<file path="config.mk">
export PLATFORM = sky130hd
export DESIGN_NAME = escape_key_decoder_cursor_tracker_unit
export DESIGN_NICKNAME = d
export VERILOG_FILES = /design/src/ekd_pkg.sv /design/src/escape_key_decoder_cursor_tracker_unit.sv /design/src/ekd_decoder.sv
export VERILOG_INCLUDE_DIRS = /design/src /design/src/src
export SDC_FILE = /design/constraint.sdc
export NUM_CORES = 1
export LEC_CHECK = 0
export BUFFER_PORTS_ARGS = -buffer_cell sky130_fd_sc_hd__buf_2
export CORE_MARGIN = 5
export CORE_UTILIZATION = 55
export CTS_CLUSTER_DIAMETER = 40
export CTS_CLUSTER_SIZE = 8
export DETAILED_ROUTE_END_ITERATION = 8
export PLACE_DENSITY = 0.75
export SLEW_MARGIN = 40
export SYNTH_ARGS = -nofsm -noshare
export SYNTH_HDL_FRONTEND = slang
export SYNTH_SLANG_ARGS = --single-unit
</file>
<file path="constraint.sdc">
create_clock -name clock -period 6.3 [get_ports clock]
set_input_delay 0.945 -clock clock [delete_from_list [all_inputs] [get_ports clock]]
set_output_delay 0.945 -clock clock [all_outputs]
set_load 0.1 [all_outputs]
</file>
<file path="src/escape_key_decoder_cursor_tracker_unit_assert.svh">
// Assertion macros used by the key decoder and cursor tracker top level.
`ifndef ESCAPE_KEY_DECODER_CURSOR_TRACKER_UNIT_ASSERT_SVH
`define ESCAPE_KEY_DECODER_CURSOR_TRACKER_UNIT_ASSERT_SVH

// Same-cycle implication, sampled on clock and disabled during reset.
`define EKD_ASSERT_IMPLY(label, cond, prop) \
   label: assert property (@(posedge clock) disable iff (reset) (cond) |-> (prop)) \
      else $error("ekd assertion failed");

// Next-cycle implication, sampled on clock and disabled during reset.
`define EKD_ASSERT_NEXT(label, cond, prop) \
   label: assert property (@(posedge clock) disable iff (reset) (cond) |=> (prop)) \
      else $error("ekd assertion failed");

`endif

</file>
<file path="src/ekd_pkg.sv">
// Types and constants of the escape key decoder and cursor tracker.
package ekd_pkg;

   localparam int COORD_BITS = 10;
   localparam int CSR_INDEX_BITS = 8;

   localparam logic [CSR_INDEX_BITS-1:0] CSR_SCREEN_ROWS = 8'd0;
   localparam logic [CSR_INDEX_BITS-1:0] CSR_SCREEN_COLS = 8'd1;

   localparam logic [COORD_BITS-1:0] RESET_SCREEN_ROWS = 10'd24;
   localparam logic [COORD_BITS-1:0] RESET_SCREEN_COLS = 10'd80;

   localparam logic [7:0] CHAR_ESC     = 8'h1b;
   localparam logic [7:0] CHAR_TILDE   = 8'h7e;
   localparam logic [7:0] CHAR_BRACKET = 8'h5b;
   localparam logic [7:0] CHAR_O       = 8'h4f;
   localparam logic [7:0] CHAR_Q       = 8'h71;
   localparam logic [7:0] CHAR_A       = 8'h41;
   localparam logic [7:0] CHAR_B       = 8'h42;
   localparam logic [7:0] CHAR_C       = 8'h43;
   localparam logic [7:0] CHAR_D       = 8'h44;
   localparam logic [7:0] CHAR_F       = 8'h46;
   localparam logic [7:0] CHAR_H       = 8'h48;
   localparam logic [7:0] CHAR_0       = 8'h30;
   localparam logic [7:0] CHAR_1       = 8'h31;
   localparam logic [7:0] CHAR_3       = 8'h33;
   localparam logic [7:0] CHAR_4       = 8'h34;
   localparam logic [7:0] CHAR_5       = 8'h35;
   localparam logic [7:0] CHAR_6       = 8'h36;
   localparam logic [7:0] CHAR_7       = 8'h37;
   localparam logic [7:0] CHAR_8       = 8'h38;
   localparam logic [7:0] CHAR_9       = 8'h39;

   typedef enum logic [3:0] {
      KIND_PLAIN  = 4'd0,
      KIND_UP     = 4'd1,
      KIND_DOWN   = 4'd2,
      KIND_RIGHT  = 4'd3,
      KIND_LEFT   = 4'd4,
      KIND_PGUP   = 4'd5,
      KIND_PGDN   = 4'd6,
      KIND_HOME   = 4'd7,
      KIND_END    = 4'd8,
      KIND_DELETE = 4'd9,
      KIND_ESCAPE = 4'd10
   } kind_type;

   typedef enum logic [1:0] {
      PHASE_IDLE  = 2'd0,
      PHASE_ESC   = 2'd1,
      PHASE_FIRST = 2'd2,
      PHASE_DIGIT = 2'd3
   } phase_type;

   typedef struct packed {
      logic [7:0] byte_value;
      logic       timed_out;
   } req_type;

   typedef struct packed {
      kind_type              key_kind;
      logic [7:0]            key_byte;
      logic [COORD_BITS-1:0] cursor_row;
      logic [COORD_BITS-1:0] cursor_col;
      logic                  quit;
   } rsp_type;

   typedef struct packed {
      logic       emit;
      kind_type   kind;
      logic [7:0] key_byte;
   } decode_type;

   function automatic kind_type letter_kind(input logic [7:0] b, input logic arrows);
      kind_type k;
      k = KIND_ESCAPE;
      if (arrows && b == CHAR_A) k = KIND_UP;
      else if (arrows && b == CHAR_B) k = KIND_DOWN;
      else if (arrows && b == CHAR_C) k = KIND_RIGHT;
      else if (arrows && b == CHAR_D) k = KIND_LEFT;
      else if (b == CHAR_H) k = KIND_HOME;
      else if (b == CHAR_F) k = KIND_END;
      return k;
   endfunction

   function automatic kind_type digit_kind(input logic [7:0] d);
      kind_type k;
      k = KIND_ESCAPE;
      if (d == CHAR_1 || d == CHAR_7) k = KIND_HOME;
      else if (d == CHAR_3) k = KIND_DELETE;
      else if (d == CHAR_4 || d == CHAR_8) k = KIND_END;
      else if (d == CHAR_5) k = KIND_PGUP;
      else if (d == CHAR_6) k = KIND_PGDN;
      return k;
   endfunction

endpackage

</file>
<file path="src/escape_key_decoder_cursor_tracker_unit.sv">
// Top level of the terminal key decoder with cursor tracker.
//
// Input channel req_: one terminal byte or a timeout event per transfer.
// Result channel rsp_: zero or one decoded key per input transfer, carrying
// the key kind, the plain byte, the cursor position after the key and the
// quit flag. Configuration channel csr_: writes the screen row and column
// counts and is always ready. The user must write it only while the block
// is idle; the block itself leaves this unchecked. Each input transfer is
// decoded in the cycle it is accepted and its result is registered in the
// output buffer. One input transfer is taken every cycle while req_ready is
// high. The parse state and cursor update at the input transfer itself,
// through one level of compare and add logic. A two-entry output buffer
// (result register plus skid register) lets the input side keep going
// while a result waits; req_ready drops only when both entries are full
// and the receiver stalls, and returns in the cycle after a result transfer.
// Synchronous reset returns the parser to idle, puts the cursor at row 0,
// column 0, sets the screen to 24 rows by 80 columns and empties the buffer.
module escape_key_decoder_cursor_tracker_unit (
   input  logic                                 clock,
   input  logic                                 reset,
   input  logic                                 req_valid,
   output logic                                 req_ready,
   input  ekd_pkg::req_type                     req_payload,
   output logic                                 rsp_valid,
   input  logic                                 rsp_ready,
   output ekd_pkg::rsp_type                     rsp_payload,
   input  logic                                 csr_valid,
   output logic                                 csr_ready,
   input  logic [ekd_pkg::CSR_INDEX_BITS-1:0]   csr_index,
   input  logic [ekd_pkg::COORD_BITS-1:0]       csr_data
);

   `include "escape_key_decoder_cursor_tracker_unit_assert.svh"

   localparam int CB = ekd_pkg::COORD_BITS;

   logic [CB-1:0] rows_ff, cols_ff;
   logic [CB-1:0] row_ff, row_in;
   logic [CB-1:0] col_ff, col_in;
   logic [CB-1:0] row_last, col_last;
   logic          req_accept;
   logic          push;
   ekd_pkg::decode_type decode;
   ekd_pkg::rsp_type    result;
   ekd_pkg::rsp_type    out_ff, out_in;
   ekd_pkg::rsp_type    skid_ff, skid_in;
   logic          out_valid_ff, out_valid_in;
   logic          skid_valid_ff, skid_valid_in;

   assign req_ready  = !skid_valid_ff;
   assign req_accept = req_valid && req_ready;
   assign csr_ready  = 1'b1;

   ekd_decoder u_decoder (
      .clock  (clock),
      .reset  (reset),
      .accept (req_accept),
      .req    (req_payload),
      .decode (decode)
   );

   assign row_last = (rows_ff == '0) ? '0 : rows_ff - CB'(1);
   assign col_last = (cols_ff == '0) ? '0 : cols_ff - CB'(1);

   always_comb begin
      row_in = row_ff;
      col_in = col_ff;
      if (decode.emit) begin
         unique case (decode.kind)
            ekd_pkg::KIND_UP:    if (row_ff > '0) row_in = row_ff - CB'(1);
            ekd_pkg::KIND_DOWN:  if (row_ff < row_last) row_in = row_ff + CB'(1);
            ekd_pkg::KIND_LEFT:  if (col_ff > '0) col_in = col_ff - CB'(1);
            ekd_pkg::KIND_RIGHT: if (col_ff < col_last) col_in = col_ff + CB'(1);
            ekd_pkg::KIND_HOME:  col_in = '0;
            ekd_pkg::KIND_END:   col_in = col_last;
            ekd_pkg::KIND_PGUP:  row_in = '0;
            ekd_pkg::KIND_PGDN:  row_in = row_last;
            default: begin
            end
         endcase
      end
   end

   always_comb begin
      result.key_kind   = decode.kind;
      result.key_byte   = decode.key_byte;
      result.cursor_row = row_in;
      result.cursor_col = col_in;
      result.quit       = (decode.kind == ekd_pkg::KIND_ESCAPE) ||
                          (decode.kind == ekd_pkg::KIND_PLAIN &&
                           decode.key_byte == ekd_pkg::CHAR_Q);
   end

   assign push = req_accept && decode.emit;

   always_comb begin
      out_in        = out_ff;
      skid_in       = skid_ff;
      out_valid_in  = out_valid_ff;
      skid_valid_in = skid_valid_ff;
      if (out_valid_ff && !rsp_ready) begin
         if (push) begin
            skid_in       = result;
            skid_valid_in = 1'b1;
         end
      end else if (skid_valid_ff) begin
         out_in        = skid_ff;
         out_valid_in  = 1'b1;
         skid_in       = result;
         skid_valid_in = push;
      end else begin
         out_in       = result;
         out_valid_in = push;
      end
   end

   always_ff @(posedge clock) begin
      if (reset) begin
         rows_ff       <= ekd_pkg::RESET_SCREEN_ROWS;
         cols_ff       <= ekd_pkg::RESET_SCREEN_COLS;
         row_ff        <= '0;
         col_ff        <= '0;
         out_valid_ff  <= 1'b0;
         skid_valid_ff <= 1'b0;
      end else begin
         if (csr_valid && csr_ready) begin
            if (csr_index == ekd_pkg::CSR_SCREEN_ROWS) rows_ff <= csr_data;
            else if (csr_index == ekd_pkg::CSR_SCREEN_COLS) cols_ff <= csr_data;
         end
         if (req_accept) begin
            row_ff <= row_in;
            col_ff <= col_in;
         end
         out_valid_ff  <= out_valid_in;
         skid_valid_ff <= skid_valid_in;
      end
   end

   always_ff @(posedge clock) begin
      out_ff  <= out_in;
      skid_ff <= skid_in;
   end

   assign rsp_valid   = out_valid_ff;
   assign rsp_payload = out_ff;

   `EKD_ASSERT_IMPLY(a_skid_needs_out, skid_valid_ff, out_valid_ff)
   `EKD_ASSERT_NEXT(a_skid_drains, skid_valid_ff && rsp_ready, out_valid_ff)
   `EKD_ASSERT_IMPLY(a_quit_matches_key, out_valid_ff, out_ff.quit == ((out_ff.key_kind == ekd_pkg::KIND_ESCAPE) || (out_ff.key_kind == ekd_pkg::KIND_PLAIN && out_ff.key_byte == ekd_pkg::CHAR_Q)))
   `EKD_ASSERT_IMPLY(a_byte_only_plain, out_valid_ff && out_ff.key_kind != ekd_pkg::KIND_PLAIN, out_ff.key_byte == 8'd0)

endmodule

</file>
<file path="src/ekd_decoder.sv">
// Escape sequence parser: holds the parse state and classifies each input transfer.
module ekd_decoder (
   input  logic                clock,
   input  logic                reset,
   input  logic                accept,
   input  ekd_pkg::req_type    req,
   output ekd_pkg::decode_type decode
);

   ekd_pkg::phase_type phase_ff, phase_in;
   logic [7:0] first_ff, first_in;
   logic [7:0] digit_ff, digit_in;
   logic       is_digit;

   assign is_digit = (req.byte_value >= ekd_pkg::CHAR_0) &&
                     (req.byte_value <= ekd_pkg::CHAR_9);

   always_comb begin
      phase_in = phase_ff;
      first_in = first_ff;
      digit_in = digit_ff;
      unique case (phase_ff)
         ekd_pkg::PHASE_IDLE: begin
            if (!req.timed_out && req.byte_value == ekd_pkg::CHAR_ESC) begin
               phase_in = ekd_pkg::PHASE_ESC;
            end
         end
         ekd_pkg::PHASE_ESC: begin
            if (req.timed_out) begin
               phase_in = ekd_pkg::PHASE_IDLE;
            end else begin
               phase_in = ekd_pkg::PHASE_FIRST;
               first_in = req.byte_value;
            end
         end
         ekd_pkg::PHASE_FIRST: begin
            if (!req.timed_out && first_ff == ekd_pkg::CHAR_BRACKET && is_digit) begin
               phase_in = ekd_pkg::PHASE_DIGIT;
               digit_in = req.byte_value;
            end else begin
               phase_in = ekd_pkg::PHASE_IDLE;
            end
         end
         ekd_pkg::PHASE_DIGIT: begin
            phase_in = ekd_pkg::PHASE_IDLE;
         end
         default: begin
            phase_in = ekd_pkg::PHASE_IDLE;
         end
      endcase
   end

   always_comb begin
      decode.emit     = 1'b1;
      decode.kind     = ekd_pkg::KIND_ESCAPE;
      decode.key_byte = 8'd0;
      unique case (phase_ff)
         ekd_pkg::PHASE_IDLE: begin
            if (req.timed_out || req.byte_value == ekd_pkg::CHAR_ESC) begin
               decode.emit = 1'b0;
            end else begin
               decode.kind     = ekd_pkg::KIND_PLAIN;
               decode.key_byte = req.byte_value;
            end
         end
         ekd_pkg::PHASE_ESC: begin
            decode.emit = req.timed_out;
         end
         ekd_pkg::PHASE_FIRST: begin
            if (!req.timed_out) begin
               if (first_ff == ekd_pkg::CHAR_BRACKET) begin
                  decode.emit = !is_digit;
                  decode.kind = ekd_pkg::letter_kind(req.byte_value, 1'b1);
               end else if (first_ff == ekd_pkg::CHAR_O) begin
                  decode.kind = ekd_pkg::letter_kind(req.byte_value, 1'b0);
               end
            end
         end
         ekd_pkg::PHASE_DIGIT: begin
            if (!req.timed_out && req.byte_value == ekd_pkg::CHAR_TILDE) begin
               decode.kind = ekd_pkg::digit_kind(digit_ff);
            end
         end
         default: begin
            decode.emit = 1'b0;
         end
      endcase
   end

   always_ff @(posedge clock) begin
      if (reset) begin
         phase_ff <= ekd_pkg::PHASE_IDLE;
         first_ff <= 8'd0;
         digit_ff <= 8'd0;
      end else if (accept) begin
         phase_ff <= phase_in;
         first_ff <= first_in;
         digit_ff <= digit_in;
      end
   end

endmodule

</file>
### After elaboration in Yosys (flattened, before gate mapping)

Index checks and enable logic that the tools add are counted.
Widths: inputs -> output; s select.

* bits in registers: 126
* bits in latches: 0
* memory bits (writable): 0
* bits in read-only memories: 0
* input bits: 32
* output and inout port bits: 36
* word-level logic and storage cells: 138
* memories kept: 0

* add/sub/neg operators: 6
* multiply operators: 0
* div/mod/pow operators: 0
* magnitude comparators: 6
* eq/ne operators: 33
* shift-type cells: 0
* muxes and demuxes: 43
* bitwise logic cells: 2
* reduce and logical (&&, ||, !) cells: 29

Operator list (count)
* $mux 33: 4
* $eq 8x7->1 const B: 10
* $mux 10: 8
* $pmux 10 s4: 2
* $eq 8x6->1 const B: 7
* $mux 4: 13
* $sub 10x1->10 const B: 4
* $add 10x1->10 const B: 2
* $gt 10x1->1 const B: 2
* $logic_not 10->1: 2
* $lt 10x10->1: 2
* $eq 4x3->1 const B: 4
* $mux 12: 1
* $pmux 4 s3: 1
* $logic_and 1x1->1: 9
* $reduce_and 3->1: 3
* $eq 4x2->1 const B: 2
* $eq 4x4->1 const B: 2
* $eq 8x1->1 const B: 1
* $eq 8x5->1 const B: 1
* $ge 8x6->1 const B: 1
* $le 8x6->1 const B: 1
* $logic_not 8->1: 1
* $mux 2: 4
* 17 further kinds: 32

### Depth between registers and ports, before layout

Gate-level depths: netlist of the first run.

* depth after elaboration: 15
* depth in mapped cells: 15
* mapped depth without buffers: 15

### Modules after synthesis

From an unflattened synthesis of the first run, not the netlist that was laid out.

* cell total of the unflattened synthesis: 891
* area, all modules: 8149.1 sq um

Modules (own cells, without submodules)
* escape_key_decoder_cursor_tracker_unit: instances 1, cells an instance 735, area each 6892.9 sq um, sequential area each 2822.7 sq um
* ekd_decoder: instances 1, cells an instance 156, area each 1256.2 sq um, sequential area each 360.3 sq um

### Worst setup path after synthesis of the first run

No wires, ideal clock.

* path kind: register -> register
* from: reg out_valid_ff, in the netlist rsp_valid
* to: reg skid_ff[0] (netlist name) (enable)
* setup time: 0.469 ns
* data arrival time: 4.498 ns
* data required time: 5.831 ns
* path slack: 1.333 ns
* cell stages (with the launch flop): 3
* buffers on the path: 0
* clock period less this slack: 4.967 ns
* cell sequence: dfxtp_1 nand2b_1 o21ai_0

* word-level cells in the longest chain between the ends: 3
* elaborated cells on any way between the ends: 4
* classes of those cells: eq/ne (1); reduce/logical (3)

RTL lines
* start: declaration: line escape_key_decoder_cursor_tracker_unit.sv:47 `logic out_valid_ff, out_valid_in;`
* start signal: assignment: line escape_key_decoder_cursor_tracker_unit.sv:134 `out_valid_ff <= out_valid_in;`
* $logic_and 1x1->1 *: line escape_key_decoder_cursor_tracker_unit.sv:101 `if (out_valid_ff && !rsp_ready) begin`
* $ne 2x2->1 (no line) or $reduce_bool 2->1 (tied branches)
* $reduce_and 2->1 (no line) *
* end signal: assignment: line escape_key_decoder_cursor_tracker_unit.sv:141 `skid_ff <= skid_in;`
* end: declaration: line escape_key_decoder_cursor_tracker_unit.sv:46 `ekd_pkg::rsp_type skid_ff, skid_in;`

Mark *: on every way between the ends. The rest lies on a longest branch, timed or not.
A chain may end at the register's enable or synchronous reset.

### Final worst setup path of the first run

* from: reg cols_ff[0]
* to: reg out_ff (netlist bit rsp_payload[9]), data pin

* word-level cells in the longest chain between the ends: 7
* elaborated cells on any way between the ends: 8
* classes of those cells: add/sub (1); order compare (1); mux (5); reduce/logical (1)

RTL lines
* start: declaration: line escape_key_decoder_cursor_tracker_unit.sv:37 `logic [CB-1:0] rows_ff, cols_ff;`
* start signal: assignment: line escape_key_decoder_cursor_tracker_unit.sv:120 `cols_ff <= ekd_pkg::RESET_SCREEN_COLS;`
* start signal: assignment: line escape_key_decoder_cursor_tracker_unit.sv:128 `else if (csr_index == ekd_pkg::CSR_SCREEN_COLS) cols_ff <= csr_data;`
* $sub 10x1->10 or $logic_not 10->1 (tied branches): line escape_key_decoder_cursor_tracker_unit.sv:63 `assign col_last = (cols_ff == '0) ? '0 : cols_ff - CB'(1);`
* $mux 10 *: line escape_key_decoder_cursor_tracker_unit.sv:63
* $lt 10x10->1: line escape_key_decoder_cursor_tracker_unit.sv:73 `ekd_pkg::KIND_RIGHT: if (col_ff < col_last) col_in = col_ff + CB'(1);`
* $mux 10: line escape_key_decoder_cursor_tracker_unit.sv:73
* $pmux 10 s4 *: line escape_key_decoder_cursor_tracker_unit.sv:69 `unique case (decode.kind)`
* $mux 10 *: line escape_key_decoder_cursor_tracker_unit.sv:68 `if (decode.emit) begin`
* named net col_in[8]: line escape_key_decoder_cursor_tracker_unit.sv:39 `logic [CB-1:0] col_ff, col_in;`
* $mux 33 *: line escape_key_decoder_cursor_tracker_unit.sv:106 `end else if (skid_valid_ff) begin`
* end signal: assignment: line escape_key_decoder_cursor_tracker_unit.sv:140 `out_ff <= out_in;`
* end: declaration: line escape_key_decoder_cursor_tracker_unit.sv:45 `ekd_pkg::rsp_type out_ff, out_in;`

The timed path passes the listed nets; every way through them passes the cells marked *.

==> key figures, run 1 <==
STA
  • Fin Setup TNS: 0 ps
  • Final Hold Viols: 0
  • Final setup skew: 5.69 ps
  • Final min period: 4450 ps
  • Final setup vio count: 0
  • Unrepaired setup endpoints after global routing: false
  • Worst-Margin Slew: 763 ps
  • Final cycle utilization of the critical path: 70.6%
  • Normalized max-slew margin: 47.6%
  • Slew Limit Fails: 0
  • Max Freq: 225 MHz

Setup path
  • Critical Path Most Common Cell: ha_1
  • Reg-to-reg critical path startpoint: cols_ff[0]$_SDFFE_PP0P_
  • RR Endpoint: rsp_payload[9]$_DFFE_PN_
  • Crit end category: flop
  • R2R depth: 14
  • Register-to-register setup slack: 1850 ps
  • CP Cell Sequence: inv_1, ha_1, nor3b_1, nand3_1, nand2_1, ha_1, a21oi_1, o221ai_1, a31o_2, nor2_1, or4b_1, nor4_1, or3_1, mux2_2
  • CP Launch Point: cols_ff[0]$_SDFFE_PP0P_
  • Startpoint types: flop
  • Slowest CP cell: or4b_1
  • Req. time, crit path: 6600 ps
  • Kind of critical path: flop to flop
  • CP max FO: 11
  • Max incr delay on CP: 600 ps
  • Arrival time of the worst setup path: 4740 ps

Synthesis
  • Avg Inst Size Synth: 9.19 um^2
  • Cell taking the most area after synthesis: edfxtp_1
  • Post-synthesis sequential element count: 126
  • FFs w/ async S/R, synth: 0%
  • Dominant cells by area after synthesis: edfxtp_1 (26%), dfxtp_1 (16%), mux2i_1 (4.7%)
  • Number of synthesized flops with an enable pin: 66
  • Area share of the largest cell type after synthesis: 26.1%
  • Post-Syn Area: 7600 um^2
  • Register area share after synthesis: 41.9%
  • Yosys warns: 0
  • Ys flop type: edfxtp_1
  • Post-Syn Instances: 827
  • Distinct cells, synth: 72
  • Syn Nets: 883

Drt
  • Pre-antenna DRT Iters: 5
  • # DRC: 0
  • Post-detailed-route count of antenna-violating nets: 0
  • Final WL: 20,800 um
  • Avg WL per Cell: 19.6 um
  • Initial detailed-routing violation count: 555
  • Vias per inst: 6.30
  • Vias: 6,691

Global routing
  • Total grt overflow: 0
  • First-pass GRT wire length: 33,900 um
  • Global Route Usage Sum: 26.2%
  • Initial antenna violation count: 0
  • Number of global-route vias before repair: 6,407
  • Largest net degree at the start of global routing: 52

Clock network
  • CTS resizes: 0
  • Clock Path Buffers: 2
  • # hold bufs at CTS: 0
  • Post-CTS Setup Bufs: 0
  • Clock root cell: clkbuf_16
  • H-tree depth: 4
  • Cts bufs inserted: 17
  • Worst-Skew Late Latency: 420 ps
  • CTS tree: done
  • CTS clk-pin slew, worst paths: 60 ps
  • TritonCTS Sinks: 126

Cells and area
  • Fill cell count: 1,147
  • Share of layout cells above drive strength 1: 16.8%
  • Finished Layout Cells: 1,062
  • Synthesis-to-finish area growth: 13.5%
  • Diode count: 0
  • Fin area: 8620 um^2
  • Final nets: 925

Power and ir drop
  • Leakage Power: 3.52 nW
  • PwrDens: 265 nW/um^2
  • Worst VDD drop: 0.000151 V
  • Design Power: 2.29 mW

Worst hold path
  • Hold EP: u_decoder.digit_ff[5]$_SDFFE_PP0P_
  • Hold/Removal Path Class: flop to flop
  • HP Start: u_decoder.digit_ff[5]$_SDFFE_PP0P_
  • Hold Crit Depth: 2

Die
  • Die H: 128 um
  • Starting Density: 55.4%
  • I/O pin count: 68
  • # rows: 43
  • Core footprint: 13,700 um^2
  • Die area: 16,300 um^2
  • Die W: 128 um

Run status
  • Status: finished, final reports clean

Flow run
  • Max-cap violations: 0

Place
  • Placed instance count: 1,030
  • GPL Wtd Cong: 1.02
  • Post-DP Area: 8000 um^2
  • Hpwl dp: 15,200 um
  • Count of input and output buffers: 66
## logic make-up (layout without fill, tap and decap cells)
family / count (synthesis) / after routing / share of synthesized area, %
AOI/OAI and AO/OA: 181 / 181 / 15.6
xor gates and xnor gates: 23 / 23 / 2.65
adders and majority gates: 24 / 24 / 3.95
buffers and inverters: 74 / 129 / 3.99
DFF: 126 / 126 / 41.9
muxes: 64 / 64 / 8.89
other: 1 / 1 / 0.0494
and+or+nand+nor: 334 / 334 / 22.9
## worst max path at each step
stage	end	slack [ps]	cells past startpoint
after global routing	rsp_payload[9]$_DFFE_PN_	1550	14
final	rsp_payload[9]$_DFFE_PN_	1850	14
after floorplan	skid_ff[0]$_DFFE_PP_	1330	2
after global placement	rsp_payload[9]$_DFFE_PN_	1680	9
after CTS	rsp_payload[9]$_DFFE_PN_	1940	14
after detailed placement	rsp_payload[18]$_DFFE_PN_	1600	10
## area by class of cell
class / instances / area [um^2] / share of cell area, %
flip-flops and latches: 126 / 3180 / 36.9
well taps: 180 / 225 / 2.61
clock buffers: 18 / 429 / 4.98
inverters: 25 / 93.8 / 1.09
clock inverters: 14 / 180 / 2.09
multi-input cells: 627 / 4130 / 47.9
repair buffers: 72 / 378 / 4.38
## power breakdown
part           total [mW]  switching [mW]  leakage, nW  internal (mW)
Clock                1.02           0.390        0.294          0.630
Combinational       0.353           0.273         2.05         0.0802
Sequential          0.913          0.0193         1.17          0.894
## critical path: cells and delay by family, from the launching register on
family	cells	cell delay (ps)
adder cells (fa/ha/maj)	2	460
AO/OA/AOI/OAI	3	600
AND/OR/NAND/NOR	7	2670
flip-flops	1	370
buffers and inverters	1	80
multiplexers	1	160
## state kept, by name (all words and copies together) (netlist names), 2 cells and up
register,count
col_ff,10
cols_ff,10
row_ff,10
rows_ff,10
rsp_payload,33
skid_ff,33
u_decoder.digit_ff,8
u_decoder.first_ff,8
u_decoder.phase_ff,2
## through the flow
step	setup WS, ps	util [%]	hold slack [ps]
3_3_place_gp	1680	58.3	441
2_1_floorplan	1330	-	432
6_report	1850	62.8	473
4_1_cts	1940	62.7	480
3_5_place_dp	1600	58.3	466
5_1_grt	1550	62.8	515
## synthesized netlist by cell type (6+ instances only)
| cell | count |
|---|---|
| o32ai_1 | 6 |
| o22ai_1 | 7 |
| dfxtp_1 | 60 |
| mux2i_1 | 36 |
| a31oi_1 | 6 |
| o21ai_0 | 41 |
| xor2_1 | 15 |
| and3_1 | 7 |
| nor2_1 | 79 |
| nand2b_1 | 12 |
| xnor2_1 | 8 |
| nor3_1 | 24 |
| nand4_1 | 9 |
| nand3b_1 | 6 |
| o21a_1 | 9 |
| a21oi_1 | 47 |
| nand3_1 | 24 |
| ha_1 | 24 |
| mux2_2 | 28 |
| o31ai_1 | 6 |
| nor4_1 | 21 |
| a211oi_1 | 6 |
| nand2_1 | 78 |
| inv_1 | 24 |
| nor2b_1 | 12 |
| clkbuf_1 | 38 |
| a211o_1 | 8 |
| nor3b_1 | 6 |
| and2_1 | 10 |
| edfxtp_1 | 66 |
| or3_1 | 11 |
## routing by layer
layer | wire length (um) | global-route usage (%) | part of all wire, %
met1 | 9610 | 37.7 | 46
met3 | 1560 | 5.14 | 7.5
met2 | 9230 | 39.5 | 44
met5 | 0 | 0 | 0
met4 | 424 | 9.15 | 2.0
## layout by cell type (no fill, tap or decap), drive strengths merged, types with 7 or more instances in the layout
cell	n
nor2	79
nand2	78
buf	72
edfxtp	66
dfxtp	60
a21oi	49
o21ai	41
mux2i	36
inv	31
mux2	28
nor3	24
nand3	24
ha	24
nor4	21
clkbuf	18
xor2	15
nor2b	12
nand2b	12
or3	11
and2	10
nand4	9
o21a	9
a211o	8
xnor2	8
and3	7
o22ai	7
No activity file was read; power rests on OpenSTA's default activity.
==> inputs of run 2 (changes only) <==
Settings changed: ABC_AREA from default to 1, PLACE_DENSITY 0.75 to 0.74.
Clock period 6.3 ns to 4.45 ns, I/O delays scaled along.
==> run 2 against run 1 <==
  * First-iteration DRC count is 11% higher
  * Final area is 7.9% higher
  * Clock power is 33% higher
  * Synthesized cell count is 40% higher
  * Critical path type unchanged
  * Largest cell class unchanged
  * Largest power group is now registers
==> key figures, run 2 <==
Run status
  • Status: finished, final reports clean

Cells and area
  • Post-layout util: 63.5%
  • Most frequent cells in the layout: nand2_1 (322), nor2_1 (138), inv_1 (133)
  • Final nets: 1,272
  • Commonest non-fill, non-tap cell in the layout: nand2_1
  • Share of layout cells above drive strength 1: 15.3%
  • Synthesis-to-finish area growth: 12.4%
  • Finished Layout Cells: 1,413
  • Diode count: 0

Clock network
  • Clock root cell: clkbuf_16
  • H-tree depth: 4
  • Clock Path Buffers: 2
  • Cts bufs inserted: 17
  • CTS tree: done
  • # hold bufs at CTS: 0
  • CTS clk-pin slew, worst paths: 50 ps
  • Worst-Skew Late Latency: 420 ps
  • TritonCTS Sinks: 126
  • Post-CTS Setup Bufs: 0
  • CTS resizes: 0

Die
  • Core footprint: 14,600 um^2
  • # rows: 44
  • I/O pin count: 68
  • Die area: 17,600 um^2
  • Die H: 133 um
  • Starting Density: 56.5%
  • Die W: 133 um

Setup path
  • CP Cell Sequence: nor2_1, nand2_1, nor3_1, nand4_1, xor2_1, nand2_1, ha_1, a21oi_1, o21ai_0, a21oi_1, nand3_1, nand2_1, inv_1, nand2_1, nand2_1, nor2_1, nand2_2, nand2_1, nand2_1
  • Crit end category: flop
  • Slowest CP cell: a21oi_1
  • Arrival time of the worst setup path: 3770 ps
  • CP max FO: 8
  • Max incr delay on CP: 660 ps
  • Req. time, crit path: 4620 ps
  • Critical Path Most Common Cell: nand2_1
  • Startpoint types: flop
  • Kind of critical path: flop to flop

Synthesis
  • FFs w/ async S/R, synth: 0%
  • Post-synthesis sequential element count: 126
  • Count leader, synth: nand2_1
  • Dominant cells by area after synthesis: edfxtp_1 (24%), nand2_1 (15%), dfxtp_1 (15%)
  • Area share of the largest cell type after synthesis: 23.9%
  • Yosys warns: 0
  • Most common library cells after synthesis: nand2_1 (322), nor2_1 (139), inv_1 (134)
  • Cell taking the most area after synthesis: edfxtp_1
  • Post-Syn Instances: 1,160
  • Distinct cells, synth: 49
  • Avg Inst Size Synth: 7.14 um^2
  • Syn Nets: 1,216
  • Ys flop type: edfxtp_1
  • Post-Syn Area: 8280 um^2
  • Register area share after synthesis: 38.4%
  • Number of synthesized flops with an enable pin: 66

Power and ir drop
  • Design Power: 3.60 mW
  • PwrDens: 386 nW/um^2
  • Worst VDD drop: 0.000252 V
  • Leakage Power: 4.57 nW

Drt
  • Initial detailed-routing violation count: 615
  • Pre-antenna DRT Iters: 5
  • Avg WL per Cell: 14.5 um
  • # DRC: 0
  • Vias: 7,572
  • Vias per inst: 5.36
  • Final WL: 20,500 um
  • Post-detailed-route count of antenna-violating nets: 0

Place
  • DP Worst Slack: 953 ps
  • GPL Wtd Cong: 0.952
  • Hpwl dp: 15,100 um
  • Count of input and output buffers: 66
  • Placed instance count: 1,381

Global routing
  • Total grt overflow: 0
  • Initial antenna violation count: 0
  • Number of global-route vias before repair: 6,602
  • Largest net degree at the start of global routing: 39
  • First-pass GRT wire length: 33,400 um
  • Global Route Usage Sum: 23.2%

STA
  • Final min period: 3600 ps
  • Normalized max-slew margin: 43.9%
  • Slew Limit Fails: 0
  • Final cycle utilization of the critical path: 80.8%
  • Max Freq: 278 MHz
  • Fin Setup TNS: 0 ps
  • Worst-Margin Slew: 841 ps
  • Final Hold Viols: 0
  • Final setup skew: 12.1 ps
  • Fin worst setup slack: 853 ps
  • Final setup vio count: 0
  • Unrepaired setup endpoints after global routing: false

Worst hold path
  • Hold/Removal Path Class: flop to flop

Flow run
  • Max-cap violations: 0
run 2: cell count changes in the layout (fill, tap and decap cells not counted), sizes merged, moves of 12 or more:
cell / before / now
nor4: 21 / 3
nand2: 78 / 358
a21oi: 49 / 61
nor2b: 12 / 0
mux2i: 36 / 0
nand3: 24 / 107
nand2b: 12 / 0
inv: 31 / 141
mux2: 28 / 0
nor2: 79 / 156
run 2: critical path: cells and delay by family (launching register included):
kind            cells  cell delay [ps]
fa+ha+maj           1              320
compound gates      3              880
buf+inv             1               40
simple gates       13             1580
xor+xnor            1              180
flops               1              350
run 2: layer usage:
metal / GRT usage (%) / vias to the layer above / wire (um)
met5: 0 / - / 0
met4: 7.62 / 0 / 313
met2: 33.0 / 296 / 8480
li1: - / 3873 / -
met1: 35.6 / 3377 / 9790
met3: 4.18 / 26 / 1900
run 2: layout make-up:
type	instances	area, um^2
clock buffer	22	464
clock inverter	10	114
fill	1330	5340
inverter	144	543
multi-input combinational	856	4400
sequential	126	3180
tap	184	230
timing repair buffer	71	368
run 2: metrics by stage:
stage | hold slack [ps] | instance area, um^2
2_1_floorplan | 432 | 8280
5_1_grt | 484 | 9300
6_report | 459 | 9300
3_3_place_gp | 445 | 8720
3_5_place_dp | 455 | 8720
4_1_cts | 464 | 9300
run 2: cell families (layout without fill, tap and decap cells):
group                    after synthesis  after routing  synth area share [%]
AND/OR/NAND/NOR                      669            669                  37.1
buffers and inverters                178            247                  8.55
AO/OA/AOI/OAI                        132            132                  9.04
flip-flops                           126            126                  38.4
XOR/XNOR                              30             30                  3.17
adder cells (fa/ha/maj)               24             24                  3.63
other                                  1              1                0.0453
run 2: final timing paths:
| path | start | cells after the start | slack, ps | to |
|---|---|---|---|---|
| max reg2reg | rows_ff[2]$_SDFFE_PP0P_ | 19 | 850 | rsp_payload[14]$_DFFE_PN_ |
| min reg2reg | u_decoder.digit_ff[7]$_SDFFE_PP0P_ | 2 | 460 | u_decoder.digit_ff[7]$_SDFFE_PP0P_ |
| max | rows_ff[2]$_SDFFE_PP0P_ | 19 | 850 | rsp_payload[14]$_DFFE_PN_ |
| min | u_decoder.digit_ff[7]$_SDFFE_PP0P_ | 2 | 460 | u_decoder.digit_ff[7]$_SDFFE_PP0P_ |
run 2: report_power, final:
| group | internal (mW) | leakage, nW | switching (mW) |
|---|---|---|---|
| sequential | 1.31 | 1.17 | 0.0528 |
| clock | 0.853 | 0.284 | 0.508 |
| combinational | 0.194 | 3.12 | 0.674 |
| total | 2.36 | 4.57 | 1.24 |
==> inputs of run 3 (changes only) <==
Clock period 4.45 ns to 3.8 ns, I/O delays scaled along.
==> run 3 against run 2 <==
  * First-iteration DRC count grew 29%
  * Sequential cell count unchanged
  * Routed wire length shrank 3.2%
  * Via count decreased by 1.3%
  * Combinational power rose by 18%
  * Global-route usage decreased by 0.65 points
  * Final area grew 1.1%
  * Power up 23%
  * Worst setup slack got worse by 350 ps
  * Largest cell class unchanged
  * Largest power group is now the clock network
==> key figures, run 3 (synthesis results as in run 2) <==
Power and ir drop
  • PwrDens: 471 nW/um^2
  • Combinational share of power: 23.1%
  • Switch Pwr: 1.49 mW
  • Flop pwr share: 36.0%
  • Leakage Power: 4.61 nW
  • Design Power: 4.43 mW
  • Switching share of total power: 33.5%
  • Internal Power: 2.95 mW
  • Clock power frac: 40.9%
  • Worst VDD drop: 0.000273 V

Setup path
  • Critical Path Most Common Cell: nand2_1
  • Reg-to-reg critical path startpoint: cols_ff[0]$_SDFFE_PP0P_
  • Req. time, crit path: 3970 ps
  • CP max FO: 10
  • Max incr delay on CP: 350 ps
  • Slowest CP cell: a21boi_0
  • RR Endpoint: rsp_payload[1]$_DFFE_PN_
  • R2R depth: 20
  • Arrival time of the worst setup path: 3480 ps
  • Kind of critical path: flop to flop
  • Crit end category: flop
  • Register-to-register setup slack: 500 ps
  • Startpoint types: flop
  • CP Cell Sequence: inv_1, ha_1, nand2_1, nor2_1, nand2_2, inv_1, nor3b_1, inv_1, ha_1, a21oi_1, o21ai_0, a21oi_4, a21boi_0, nand2_1, nand3_1, nor2_1, nor2_1, nand2_1, nand2_1, nand2_1

Die
  • Die W: 133 um
  • Die H: 133 um
  • Starting Density: 56.5%
  • # rows: 44
  • Die area: 17,600 um^2
  • Core footprint: 14,600 um^2
  • I/O pin count: 68

Cells and area
  • Share of layout cells above drive strength 1: 15.7%
  • Synthesis-to-finish area growth: 13.6%
  • Post-layout util: 64.3%
  • Commonest non-fill, non-tap cell in the layout: nand2_1
  • Fin area: 9410 um^2
  • Diode count: 0
  • Most frequent cells in the layout: nand2_1 (322), nor2_1 (138), inv_1 (132)
  • Final nets: 1,273
  • Fill cell count: 1,283
  • Finished Layout Cells: 1,414

Drt
  • Vias per inst: 5.29
  • Pre-antenna DRT Iters: 5
  • Vias: 7,473
  • Initial detailed-routing violation count: 793
  • Post-detailed-route count of antenna-violating nets: 0
  • Final WL: 19,800 um
  • Avg WL per Cell: 14.0 um
  • # DRC: 0

STA
  • Fin Setup TNS: 0 ps
  • Hold_ws: 417 ps
  • Final setup vio count: 0
  • Worst-Margin Slew: 783 ps
  • Unrepaired setup endpoints after global routing: false
  • Fin worst setup slack: 500 ps
  • Final cycle utilization of the critical path: 86.9%
  • Normalized max-slew margin: 47.5%
  • Slew Limit Fails: 0
  • Final setup skew: 9.45 ps
  • Max Freq: 303 MHz
  • Final Hold Viols: 0
  • Final min period: 3300 ps

Place
  • Count of input and output buffers: 66
  • Post-DP Area: 8740 um^2
  • Placed instance count: 1,382
  • GPL Wtd Cong: 0.919
  • Hpwl dp: 14,300 um
  • DP Worst Slack: 434 ps

Clock network
  • H-tree depth: 4
  • CTS clk-pin slew, worst paths: 60 ps
  • CTS tree: done
  • TritonCTS Sinks: 126
  • Clock root cell: clkbuf_16
  • Worst-Skew Late Latency: 420 ps
  • Clock Path Buffers: 2
  • Cts bufs inserted: 17
  • Post-CTS Setup Bufs: 0

Global routing
  • Initial antenna violation count: 0
  • Number of global-route vias before repair: 6,572
  • First-pass GRT wire length: 32,600 um
  • Global Route Usage Sum: 22.6%
  • Largest net degree at the start of global routing: 39
  • Total grt overflow: 0

Run status
  • Status: finished, final reports clean

Worst hold path
  • Hold EP: cols_ff[5]$_SDFFE_PP0P_
  • Hold/Removal Path Class: input port to flop
  • Hold Crit Depth: 3
  • HP Start: csr_data[5]

Flow run
  • Max-cap violations: 0
## run 3: area by class of cell
cell class	instances	area [um^2]	area share, %
tap	184	230	2.45
multi-input combinational	856	4410	46.9
inverter	144	543	5.77
clock inverter	15	231	2.46
clock buffer	17	425	4.52
sequential	126	3180	33.8
timing repair buffer	72	388	4.12
## run 3: layer usage
| layer | track usage [%] | up-vias | wire length [um] |
|---|---|---|---|
| met1 | 33.4 | 3351 | 9920 |
| met5 | 0 | - | 0 |
| met4 | 6.70 | 0 | 278 |
| met2 | 34.1 | 228 | 8480 |
| li1 | - | 3873 | - |
| met3 | 3.64 | 21 | 1150 |
## run 3: worst max-delay path: cells and delay by family, from the launching register on
kind,cells,cell delay [ps]
buf+inv,3,260
simple gates,11,1050
flops,1,320
fa+ha+maj,2,410
compound gates,4,1000
## run 3: worst max path at each step
| stage | end | slack [ps] | depth (start not counted) | from |
|---|---|---|---|---|
| final | rsp_payload[1]$_DFFE_PN_ | 500 | 20 | cols_ff[0]$_SDFFE_PP0P_ |
| after global routing | rsp_payload[1]$_DFFE_PN_ | 100 | 18 | cols_ff[0]$_SDFFE_PP0P_ |
| after global placement | rsp_payload[14]$_DFFE_PN_ | 550 | 21 | rows_ff[0]$_SDFFE_PP0P_ |
| after floorplan | skid_ff[0]$_DFFE_PP_ | 300 | 2 | rsp_valid$_SDFFE_PP0N_ |
| after CTS | rsp_payload[1]$_DFFE_PN_ | 410 | 20 | cols_ff[0]$_SDFFE_PP0P_ |
| after detailed placement | rsp_payload[1]$_DFFE_PN_ | 430 | 20 | cols_ff[0]$_SDFFE_PP0P_ |
## run 3: power by group through the flow
| stage | clock network [mW] | logic [mW] | registers, mW |
|---|---|---|---|
| 3_3_place_gp | 0 | 1.00 | 1.62 |
| 2_1_floorplan | 0 | 0.474 | 1.97 |
| 4_1_cts | 1.83 | 1.02 | 1.60 |
| 3_5_place_dp | 0 | 1.01 | 1.63 |
| 5_1_grt | 1.90 | 1.11 | 1.61 |
| 6_report | 1.81 | 1.02 | 1.60 |
## run 3: timing repair
item | 4_1_cts | 5_1_grt
resized for setup | 0 | 1
hold buffers | 0 | 0
setup endpoints to repair | 0 | 1
